`config.mk`:
```
export PLATFORM = sky130hd
export DESIGN_NAME = gsm7_septet_unpack_latin1
export DESIGN_NICKNAME = d
export VERILOG_FILES = /design/src/hdl/gsm7u_pkg.sv /design/src/hdl/gsm7u_unpack.sv /design/src/hdl/gsm7_septet_unpack_latin1.sv
export SDC_FILE = /design/constraint.sdc
export NUM_CORES = 1
export LEC_CHECK = 0
export BUFFER_PORTS_ARGS = -buffer_cell sky130_fd_sc_hd__buf_4
export CAP_MARGIN = 25
export CORE_AREA = 5 5 142 144
export CTS_CLUSTER_DIAMETER = 60
export CTS_CLUSTER_SIZE = 16
export DETAILED_ROUTE_END_ITERATION = 10
export DIE_AREA = 0 0 147 149
export SETUP_SLACK_MARGIN = 0.05
export SLEW_MARGIN = 5
export SYNTH_ARGS = -nofsm -noshare
export SYNTH_HDL_FRONTEND = slang
export SYNTH_SLANG_ARGS = --single-unit
```
`constraint.sdc`:
```
create_clock -name i_clk -period 8.8 [get_ports i_clk]
set_clock_uncertainty 0.2 [all_clocks]
set_input_delay 0.44 -clock i_clk [delete_from_list [all_inputs] [get_ports i_clk]]
set_output_delay 0.44 -clock i_clk [all_outputs]
set_load 0.05 [all_outputs]
```
`src/hdl/gsm7u_pkg.sv`:
```
// Shared types, constants and alphabet tables for the GSM 7-bit unpacker.
`default_nettype none

package gsm7u_pkg;

    localparam int unsigned NUM_SLOTS = 3;

    localparam logic [6:0] ESC_SEPTET      = 7'h1B;
    localparam logic [7:0] MAX_SEPTETS_RST = 8'd9;
    localparam logic [2:0] PHASE_START     = 3'd1;
    localparam logic [2:0] PHASE_WRAP      = 3'd7;

    // Unpacker state carried from one octet to the next
    typedef struct packed {
        logic [2:0] phase;
        logic [7:0] prev;
        logic [7:0] count;
        logic       esc;
        logic       first;
    } t_unpack_state;

    localparam t_unpack_state STATE_RST = '{
        phase: PHASE_START,
        prev:  8'h00,
        count: 8'h00,
        esc:   1'b0,
        first: 1'b1
    };

    // Results of one octet, handed to the output buffer
    typedef struct packed {
        logic [NUM_SLOTS-1:0][7:0] chars;
        logic [1:0]                cnt;
        logic                      empty_end;
        logic                      last;
    } t_unpack_res;

    localparam logic [7:0] BASE_LUT [128] = '{
        8'h40, 8'hA3, 8'h24, 8'hA5, 8'hE8, 8'hE9, 8'hF9, 8'hEC,
        8'hF2, 8'hC7, 8'h0A, 8'hD8, 8'hF8, 8'h0D, 8'hC5, 8'hE5,
        8'h00, 8'h5F, 8'h00, 8'h00, 8'h00, 8'h00, 8'h00, 8'h00,
        8'h00, 8'h00, 8'h00, 8'h00, 8'hC6, 8'hE6, 8'hDF, 8'hC9,
        8'h20, 8'h21, 8'h22, 8'h23, 8'hA4, 8'h25, 8'h26, 8'h27,
        8'h28, 8'h29, 8'h2A, 8'h2B, 8'h2C, 8'h2D, 8'h2E, 8'h2F,
        8'h30, 8'h31, 8'h32, 8'h33, 8'h34, 8'h35, 8'h36, 8'h37,
        8'h38, 8'h39, 8'h3A, 8'h3B, 8'h3C, 8'h3D, 8'h3E, 8'h3F,
        8'hA1, 8'h41, 8'h42, 8'h43, 8'h44, 8'h45, 8'h46, 8'h47,
        8'h48, 8'h49, 8'h4A, 8'h4B, 8'h4C, 8'h4D, 8'h4E, 8'h4F,
        8'h50, 8'h51, 8'h52, 8'h53, 8'h54, 8'h55, 8'h56, 8'h57,
        8'h58, 8'h59, 8'h5A, 8'hC4, 8'hD6, 8'hD1, 8'hDC, 8'hA7,
        8'hBF, 8'h61, 8'h62, 8'h63, 8'h64, 8'h65, 8'h66, 8'h67,
        8'h68, 8'h69, 8'h6A, 8'h6B, 8'h6C, 8'h6D, 8'h6E, 8'h6F,
        8'h70, 8'h71, 8'h72, 8'h73, 8'h74, 8'h75, 8'h76, 8'h77,
        8'h78, 8'h79, 8'h7A, 8'hE4, 8'hF6, 8'hF1, 8'hFC, 8'hE0
    };

    // Extension table: only a few codes are mapped
    function automatic logic [7:0] ext_lut(input logic [6:0] s);
        logic [7:0] c;
        unique case (s)
            7'h0A:   c = 8'h0C;
            7'h14:   c = 8'h5E;
            7'h28:   c = 8'h7B;
            7'h29:   c = 8'h7D;
            7'h2F:   c = 8'h5C;
            7'h3C:   c = 8'h5B;
            7'h3D:   c = 8'h7E;
            7'h3E:   c = 8'h5D;
            7'h40:   c = 8'h7C;
            default: c = 8'h00;
        endcase
        return c;
    endfunction

endpackage

`default_nettype wire

```
`src/hdl/gsm7u_unpack.sv`:
```
// Septet extraction, septet limit, escape handling and translation of one octet.
`default_nettype none

module gsm7u_unpack
    import gsm7u_pkg::*;
(
    input  wire t_unpack_state i_state,
    input  wire logic [7:0]    i_octet,
    input  wire logic          i_last,
    input  wire logic [7:0]    i_max_septets,
    output t_unpack_res        o_res,
    output t_unpack_state      o_next
);

    always_comb begin
        logic [2:0]           c;
        logic [2:0]           nph;
        logic [15:0]          pair;
        logic [6:0]           sept [NUM_SLOTS];
        logic [NUM_SLOTS-1:0] have;
        logic [7:0]           lim;
        logic [7:0]           cnt;
        logic                 esc;
        logic [1:0]           n;
        logic [NUM_SLOTS-1:0][7:0] ch;
        logic                 push;
        logic [7:0]           pch;

        lim  = (i_max_septets == 8'd0) ? 8'd1 : i_max_septets;
        c    = (i_state.phase == 3'd0) ? PHASE_START : i_state.phase;
        pair = {i_octet, i_state.prev};

        have[0] = 1'b1;
        sept[1] = i_octet[6:0];
        if (i_state.first) begin
            sept[0] = i_octet[6:0];
            have[1] = 1'b0;
            nph     = PHASE_START;
        end else begin
            // septet spans the carried high bits of prev and low bits of this octet
            sept[0] = 7'(pair >> (4'd8 - {1'b0, c}));
            have[1] = (c == PHASE_WRAP);
            nph     = (c == PHASE_WRAP) ? PHASE_START : c + 3'd1;
        end
        // leftover high bits of the final octet
        have[2] = i_last;
        sept[2] = 7'(i_octet >> (4'd8 - {1'b0, nph}));

        cnt = i_state.count;
        esc = i_state.esc;
        n   = 2'd0;
        ch  = '0;
        for (int k = 0; k < NUM_SLOTS; k++) begin
            push = 1'b0;
            pch  = 8'h00;
            if (have[k] && (cnt < lim)) begin
                cnt = cnt + 8'd1;
                if (esc) begin
                    esc  = 1'b0;
                    push = 1'b1;
                    pch  = ext_lut(sept[k]);
                end else if (sept[k] == ESC_SEPTET) begin
                    esc = 1'b1;
                end else begin
                    push = 1'b1;
                    pch  = BASE_LUT[sept[k]];
                end
            end
            if (push && (n != 2'd3)) begin
                ch[n] = pch;
                n     = n + 2'd1;
            end
        end

        // escape left dangling at message end gives a zero byte
        if (i_last && esc && (n != 2'd3)) begin
            ch[n] = 8'h00;
            n     = n + 2'd1;
        end

        o_res.empty_end = i_last && (n == 2'd0);
        o_res.cnt       = o_res.empty_end ? 2'd1 : n;
        o_res.chars     = ch;
        o_res.last      = i_last;

        if (i_last) begin
            o_next = STATE_RST;
        end else begin
            o_next.phase = nph;
            o_next.prev  = i_octet;
            o_next.count = cnt;
            o_next.esc   = esc;
            o_next.first = 1'b0;
        end
    end

endmodule

`default_nettype wire

```
`src/hdl/gsm7_septet_unpack_latin1.sv`:
```
// Top level of the GSM 7-bit septet unpacker with Latin-1 translation.
//
//  channel  | handshake                  | payload
//  ---------+----------------------------+----------------------------------------
//  input    | i_valid / o_ready          | i_packed_octet, i_last_octet
//  output   | o_valid / i_ready          | o_latin1_char, o_char_valid,
//           |                            | o_end_of_message
//  config   | i_cfg_valid / o_cfg_ready  | i_cfg_data (max_septets)
//
// An octet is registered on entry, unpacked combinationally and loaded into a
// three-entry result buffer, and the buffer drains one result per cycle through the
// single output port while the output is not stalled. The next octet is unpacked in
// the cycle the buffer hands out its last result.
// Reset is synchronous and clears the unpacker state and sets max_septets to 9.
// A stall on the output holds the buffer and, once the input register is full, input.
`default_nettype none

module gsm7_septet_unpack_latin1
    import gsm7u_pkg::*;
(
    input  wire logic       i_clk,
    input  wire logic       i_rst_n,
    input  wire logic       i_valid,
    output logic            o_ready,
    input  wire logic [7:0] i_packed_octet,
    input  wire logic       i_last_octet,
    output logic            o_valid,
    input  wire logic       i_ready,
    output logic [7:0]      o_latin1_char,
    output logic            o_char_valid,
    output logic            o_end_of_message,
    input  wire logic       i_cfg_valid,
    output logic            o_cfg_ready,
    input  wire logic [7:0] i_cfg_data
);

    logic [7:0]    r_max_septets;
    logic          r_in_valid;
    logic [7:0]    r_octet;
    logic          r_last;
    t_unpack_state r_state;
    t_unpack_res   r_buf;
    logic [1:0]    r_idx;

    t_unpack_res   n_res;
    t_unpack_state n_state;
    logic          buf_done;
    logic          buf_free;
    logic          advance;
    logic          idx_last;

    gsm7u_unpack u_unpack (
        .i_state       (r_state),
        .i_octet       (r_octet),
        .i_last        (r_last),
        .i_max_septets (r_max_septets),
        .o_res         (n_res),
        .o_next        (n_state)
    );

    assign idx_last = (r_idx == r_buf.cnt - 2'd1);
    assign buf_done = o_valid && i_ready && idx_last;
    assign buf_free = (r_buf.cnt == 2'd0) || buf_done;
    assign advance  = r_in_valid && buf_free;

    assign o_ready     = !r_in_valid || advance;
    assign o_cfg_ready = 1'b1;

    assign o_valid          = (r_buf.cnt != 2'd0);
    assign o_latin1_char    = r_buf.chars[r_idx];
    assign o_char_valid     = !r_buf.empty_end;
    assign o_end_of_message = r_buf.last && idx_last;

    always_ff @(posedge i_clk) begin
        if (!i_rst_n) begin
            r_max_septets <= MAX_SEPTETS_RST;
            r_in_valid    <= 1'b0;
            r_state       <= STATE_RST;
            r_buf.cnt     <= 2'd0;
            r_idx         <= 2'd0;
        end else begin
            if (i_cfg_valid && o_cfg_ready) begin
                r_max_septets <= i_cfg_data;
            end
            if (o_ready) begin
                r_in_valid <= i_valid;
            end
            if (advance) begin
                // load all results of this octet at once
                r_state <= n_state;
                r_buf   <= n_res;
                r_idx   <= 2'd0;
            end else if (buf_done) begin
                r_buf.cnt <= 2'd0;
                r_idx     <= 2'd0;
            end else if (o_valid && i_ready) begin
                r_idx <= r_idx + 2'd1;
            end
        end
    end

    // payload registers, no reset
    always_ff @(posedge i_clk) begin
        if (o_ready && i_valid) begin
            r_octet <= i_packed_octet;
            r_last  <= i_last_octet;
        end
    end

endmodule

`default_nettype wire

```
-- Yosys cells after proc, flatten, opt, wreduce, memory -nomap -nowiden
Memory sizes are Yosys's and may differ from the RTL's.
Cells that the tools add are included.
- flip-flop bits (word level): 69
- bits in read-only memories: 3072
- bits of input ports: 22
- output and inout bits: 13
- logic and storage cells: 180
- memories: 3
- add/subtract/negate cells: 11
- order comparisons: 13
- equal/unequal tests: 35
- shift operators: 2
- mux-type cells: 67
- bitwise logic cells: 6
- reduce and logical (&&, ||, !) cells: 27
- memory list (name ; depth ; width ; read ports ; clocked after Yosys merged registers in ; write ports ; RTL line ; source):
    (name not given) ; 128 ; 8 ; 1 ; 0 ; 0 ; gsm7u_unpack.sv:66 ; pch = BASE_LUT[sept[k]];
    (name not given) ; 128 ; 8 ; 1 ; 0 ; 0 ; gsm7u_unpack.sv:66 ;
    (name not given) ; 128 ; 8 ; 1 ; 0 ; 0 ; gsm7u_unpack.sv:66 ;
- operators by type and width (operator ; number):
    $mux 8 ; 24
    $pmux 7 s9 ; 3
    $eq 7x6->1 const B ; 18
    $mux 24 ; 3
    $bwmux 24 ; 2
    $demux 8 s2 ; 3
    $eq 7x5->1 const B ; 6
    $add 8x1->8 const B ; 3
    $and 24x24->24 ; 1
    $ge 8x8->1 const B ; 3
    $lt 8x8->1 ; 3
    $not 24->24 ; 1
    $not 7->8 ; 3
    $eq 7x4->1 const B ; 3
    $eq 7x7->1 const B ; 3
    $mux 21 ; 1
    $mux 1 ; 20
    $bmux 8 s2 ; 1
    $shr 16x4->7 ; 1
    $logic_and 1x1->1 ; 15
    $mux 2 ; 6
    $lt 2x3->1 const B ; 3
    $mux 3 ; 3
    $logic_not 8->1 ; 1
    other kinds (22) ; 31

-- Depth between registers and ports, before layout
- depth after elaboration: 23
- gate-level depth with buffers: 38
- depth with buffers taken out: 36

-- Modules after synthesis
A second synthesis with hierarchy kept.
- cells, all modules: 1100
- area, all modules: 8359.3 um^2
- by module, submodules not included (module ; times used ; cells each ; area each (um^2) ; seq. area each (um^2)):
    gsm7u_unpack ; 1 ; 880 ; 5776.8 ; 0.0
    gsm7_septet_unpack_latin1 ; 1 ; 220 ; 2582.5 ; 1731.7

-- Worst setup path after synthesis
OpenSTA, ideal clock, no wires.
- path kind: reg2reg
- start: reg r_max_septets[7]
- end: reg r_buf[18] in the netlist's numbering, data pin
- setup time: 0.260 ns
- data arrival time: 7.613 ns
- data required time: 8.340 ns
- setup slack: 0.727 ns
- cell stages (with the launch flop): 37
- buffers on the path: 2
- clock period less this slack: 8.073 ns
- cell sequence: dfxtp_1 inv_1 ha_1 nand4_1 a2111oi_0 a211oi_2 clkbuf_1 and3_1 nand4_1 xor2_1 inv_1 ha_1 a211oi_1 o211ai_1 o41ai_2 and4_1 nand2_1 nor2_1 xnor2_1 ha_1 a21o_1 a21o_1 a211o_1 nor3_1 o211a_1 or2_2 clkbuf_1 o211ai_1 nand2_1 nand2_1 ha_1 nor2_1 nand3_1 nor3_1 o31a_1 nor2b_1 a2bb2o_1
- RTL lines (element ; RTL line ; source):
    start: declaration ; gsm7_septet_unpack_latin1.sv:37 ; logic [7:0] r_max_septets;
    start signal: assignment ; gsm7_septet_unpack_latin1.sv:83 ; r_max_septets <= i_cfg_data;
    end signal: assignment ; gsm7_septet_unpack_latin1.sv:91 ; r_buf <= n_res;
    end: declaration ; gsm7_septet_unpack_latin1.sv:42 ; t_unpack_res r_buf;

==> results.md <==
* Power Dens Cells at 140 mW/mm^2
* Cell depth of the worst setup path at 33
* Avg WL per Cell at 20.4 um
* Crit-path leading delay family: compound AO/OA/AOI/OAI gates
* Yosys cell types at 88
* WHS Path Cells at 1
* Core area at 0.0186 mm^2
* I/O Buffers at 33
* Vias at 8584
* Post-Syn Instances at 1084
* CTS tree: done
* Total Routing Usage GR at 23.8%
* Die H at 149 um
* Slew of the pin with the lowest slew margin at 1120 ps
* Crit-path max FO at 11
* Starting DRT DRC Count at 933
* Final setup violation count at 0
* Final #Nets at 1153
* Peak VDD IR at 110 uV
* Root buf cell: clkbuf_16
* Synth area leaders: edfxtp_1 (13%), ha_1 (9.1%), dfxtp_1 (8.2%)
* Most common library cells after synthesis: nand2_1 (105), a21oi_1 (85), nor2_1 (73)
* Clock Latency Late Sink at 350 ps
* Pin count of the biggest net entering global routing at 43
* Ys Warns at 0
* Worst slack, placed at 232 ps
* Number of synthesized flops with an enable pin at 35
* RR Endpoint: r_buf[18]
* Post-synthesis net count at 1166
* Drt total wl at 26700 um
* TritonRoute pass-1 iters at 5
* Fmax at 121 MHz
* Reg area at 0.00173 mm^2
* Max clock buf depth at 2
* WP data arrival at 8170 ps
* Worst path required time at 8690 ps
* Antenna cell count at 0
* First-pass GRT wire length at 43300 um
* Setup Total Neg Slack at 0 ps
* Total CTS buffers at 9
* Non-Filler Instances at 1310
* H-tree levels at 3
* Final Cycle Share at 94.0%
* Slew Limit Fails at 0
* Post-DR vias/cell at 6.55
* Crit path from: r_max_septets[5]
* CP startpoint kind: flop
* Fillers at 1891
* Yosys top cell by area: edfxtp_1
* Final critical-path required period at 8270 ps
* Cell with the most instances after synthesis: nand2_1
* Antenna violations before repair at 0
* Area of the die at 0.0219 mm^2
* Mean Syn Cell Area at 7.64 um^2
* Synth Cell Area at 0.00829 mm^2
* GRT overflow at 0
* CTS sink cnt at 69
* Post-route DRC at 0
* Leak pwr at 3.48 nW
* Most used cell, CP: ha_1
* CP max stage cell: a2111oi_2
* Vias in the first global route at 7917
* Worst relative slew slack at 25.3%
* Bufs and invs on worst path at 3
* FF-to-FF Start: r_max_septets[5]
* Slowest cell delay on critical path at 450 ps
* Top FF cell, synth: edfxtp_1
* Final setup margin at 528 ps
* CP endpoint: r_buf[18]
* Clk slew on worst S/H paths at 60 ps
* Max-cap violation count at 0
* Finished Core Util at 48.7%
* # IOs at 35
* Area growth from synthesis to layout at 9.20%
* CP Capture Type: flop
* Initial Utilization at 44.6%
* Yosys reg bits at 69
* Worst Hold Class: input pin to flop
* Fraction of layout cells with a size suffix above 1 at 11.1%
* WS Path Type: flop to flop
* Die Width at 147 um
* Site row count at 50
* Multi-input gate area at 0.00606 mm^2
* Final Wtd Congestion at 0.962
* Reg2Reg Depth at 33
* Synth top area share at 12.7%
* Status: finished, final reports clean
* Sequential area share after synthesis at 20.9%
* R2R Setup Slk at 530 ps
* RSZ-0062 raised after global routing: no
* Detail Placement HPWL at 19800 um
* Antenna Nets Post-Route at 0
* Asr flop ratio synth at 0%
* Hold Vio Cnt, Final at 0
* Placed Instances at 1291
[how the worst min path moves through the flow]
stage,from,end,slack [ps]
5_1_grt,i_packed_octet[2],r_octet[2],60
2_1_floorplan,r_buf[3],r_buf[3],240
3_3_place_gp,r_buf[3],r_buf[3],250
6_report,i_packed_octet[2],r_octet[2],70
4_1_cts,i_packed_octet[2],r_octet[2],60
3_5_place_dp,r_buf[3],r_buf[3],260
[metrics by stage]
| step | hold slack [ps] | total power [W] | area, um^2 |
|---|---|---|---|
| after floorplan | 242 | 0.000721 | 8290 |
| after global placement | 254 | 0.000856 | 8640 |
| after detailed placement | 256 | 0.000853 | 8650 |
| after CTS | 61.6 | 0.00126 | 8980 |
| after global routing | 62.0 | 0.00133 | 9050 |
| final | 68.8 | 0.00127 | 9050 |
[registers in the layout, indices dropped and copies added, names as in the netlist]
signal,flops
r_buf,28
r_idx,2
r_in_valid,1
r_last,1
r_max_septets,8
r_octet,8
r_state,21
[cell families after synthesis]
family	Yosys count	share of synthesized area (%)
buf+inv	132	6.36
compound gates	390	32.7
simple gates	363	21.7
flops	69	20.9
other cells	1	0.0453
fa+ha+maj	60	9.06
mux	48	6.96
xor+xnor	21	2.22
[report_power, final]
part | switching, W | internal (W) | total (W) | leakage (nW)
combinational | 0.000321 | 0.000169 | 0.000490 | 2.71
sequential | 0.0000142 | 0.000357 | 0.000371 | 0.612
clock | 0.000156 | 0.000250 | 0.000406 | 0.156
[cell usage in the layout (no fill, tap or decap), types with 8 or more instances in the layout]
cell | Yosys | routed
nand2_1 | 105 | 105
inv_1 | 48 | 48
nand4_1 | 24 | 24
nor2_1 | 73 | 73
a221oi_1 | 9 | 9
nor3_1 | 28 | 28
nand3_1 | 39 | 39
buf_4 | 3 | 53
nand2b_1 | 10 | 10
a211o_1 | 9 | 9
a22o_1 | 21 | 21
o211ai_1 | 17 | 17
o21ai_0 | 69 | 69
a32oi_1 | 10 | 10
clkbuf_16 | 0 | 9
dfxtp_1 | 34 | 34
a211oi_1 | 28 | 28
or3_1 | 8 | 8
o21a_1 | 8 | 8
and2_1 | 10 | 10
and3_1 | 9 | 9
o22ai_1 | 13 | 13
edfxtp_1 | 35 | 35
nor2b_1 | 18 | 17
mux2i_1 | 34 | 34
xnor2_1 | 13 | 13
ha_1 | 60 | 60
a21oi_1 | 85 | 85
or2_2 | 8 | 8
a31oi_1 | 20 | 20
[timing repair]
action	4_1_cts	5_1_grt
buffers inserted	0	2
hold buffers	0	0
gates resized for setup	0	5
endpoints found under the hold margin	0	0
setup endpoints to repair	0	12
[routing by layer]
| metal | part of all wire [%] | global-route usage, % | vias up |
|---|---|---|---|
| met5 | 0 | 0 | - |
| met3 | 7.9 | 3.62 | 31 |
| met4 | 1.6 | 5.87 | 0 |
| met1 | 47 | 35.1 | 4053 |
| li1 | - | - | 4118 |
| met2 | 44 | 36.7 | 382 |
[layout make-up]
class	count	share of cell area, %
inverter	53	2.23
timing repair buffer	55	4.87
clock buffer	9	2.49
multi-input combinational	883	66.9
sequential	69	19.1
tap	234	3.24
clock inverter	7	1.09
No activity file was read; power rests on OpenSTA's default activity.
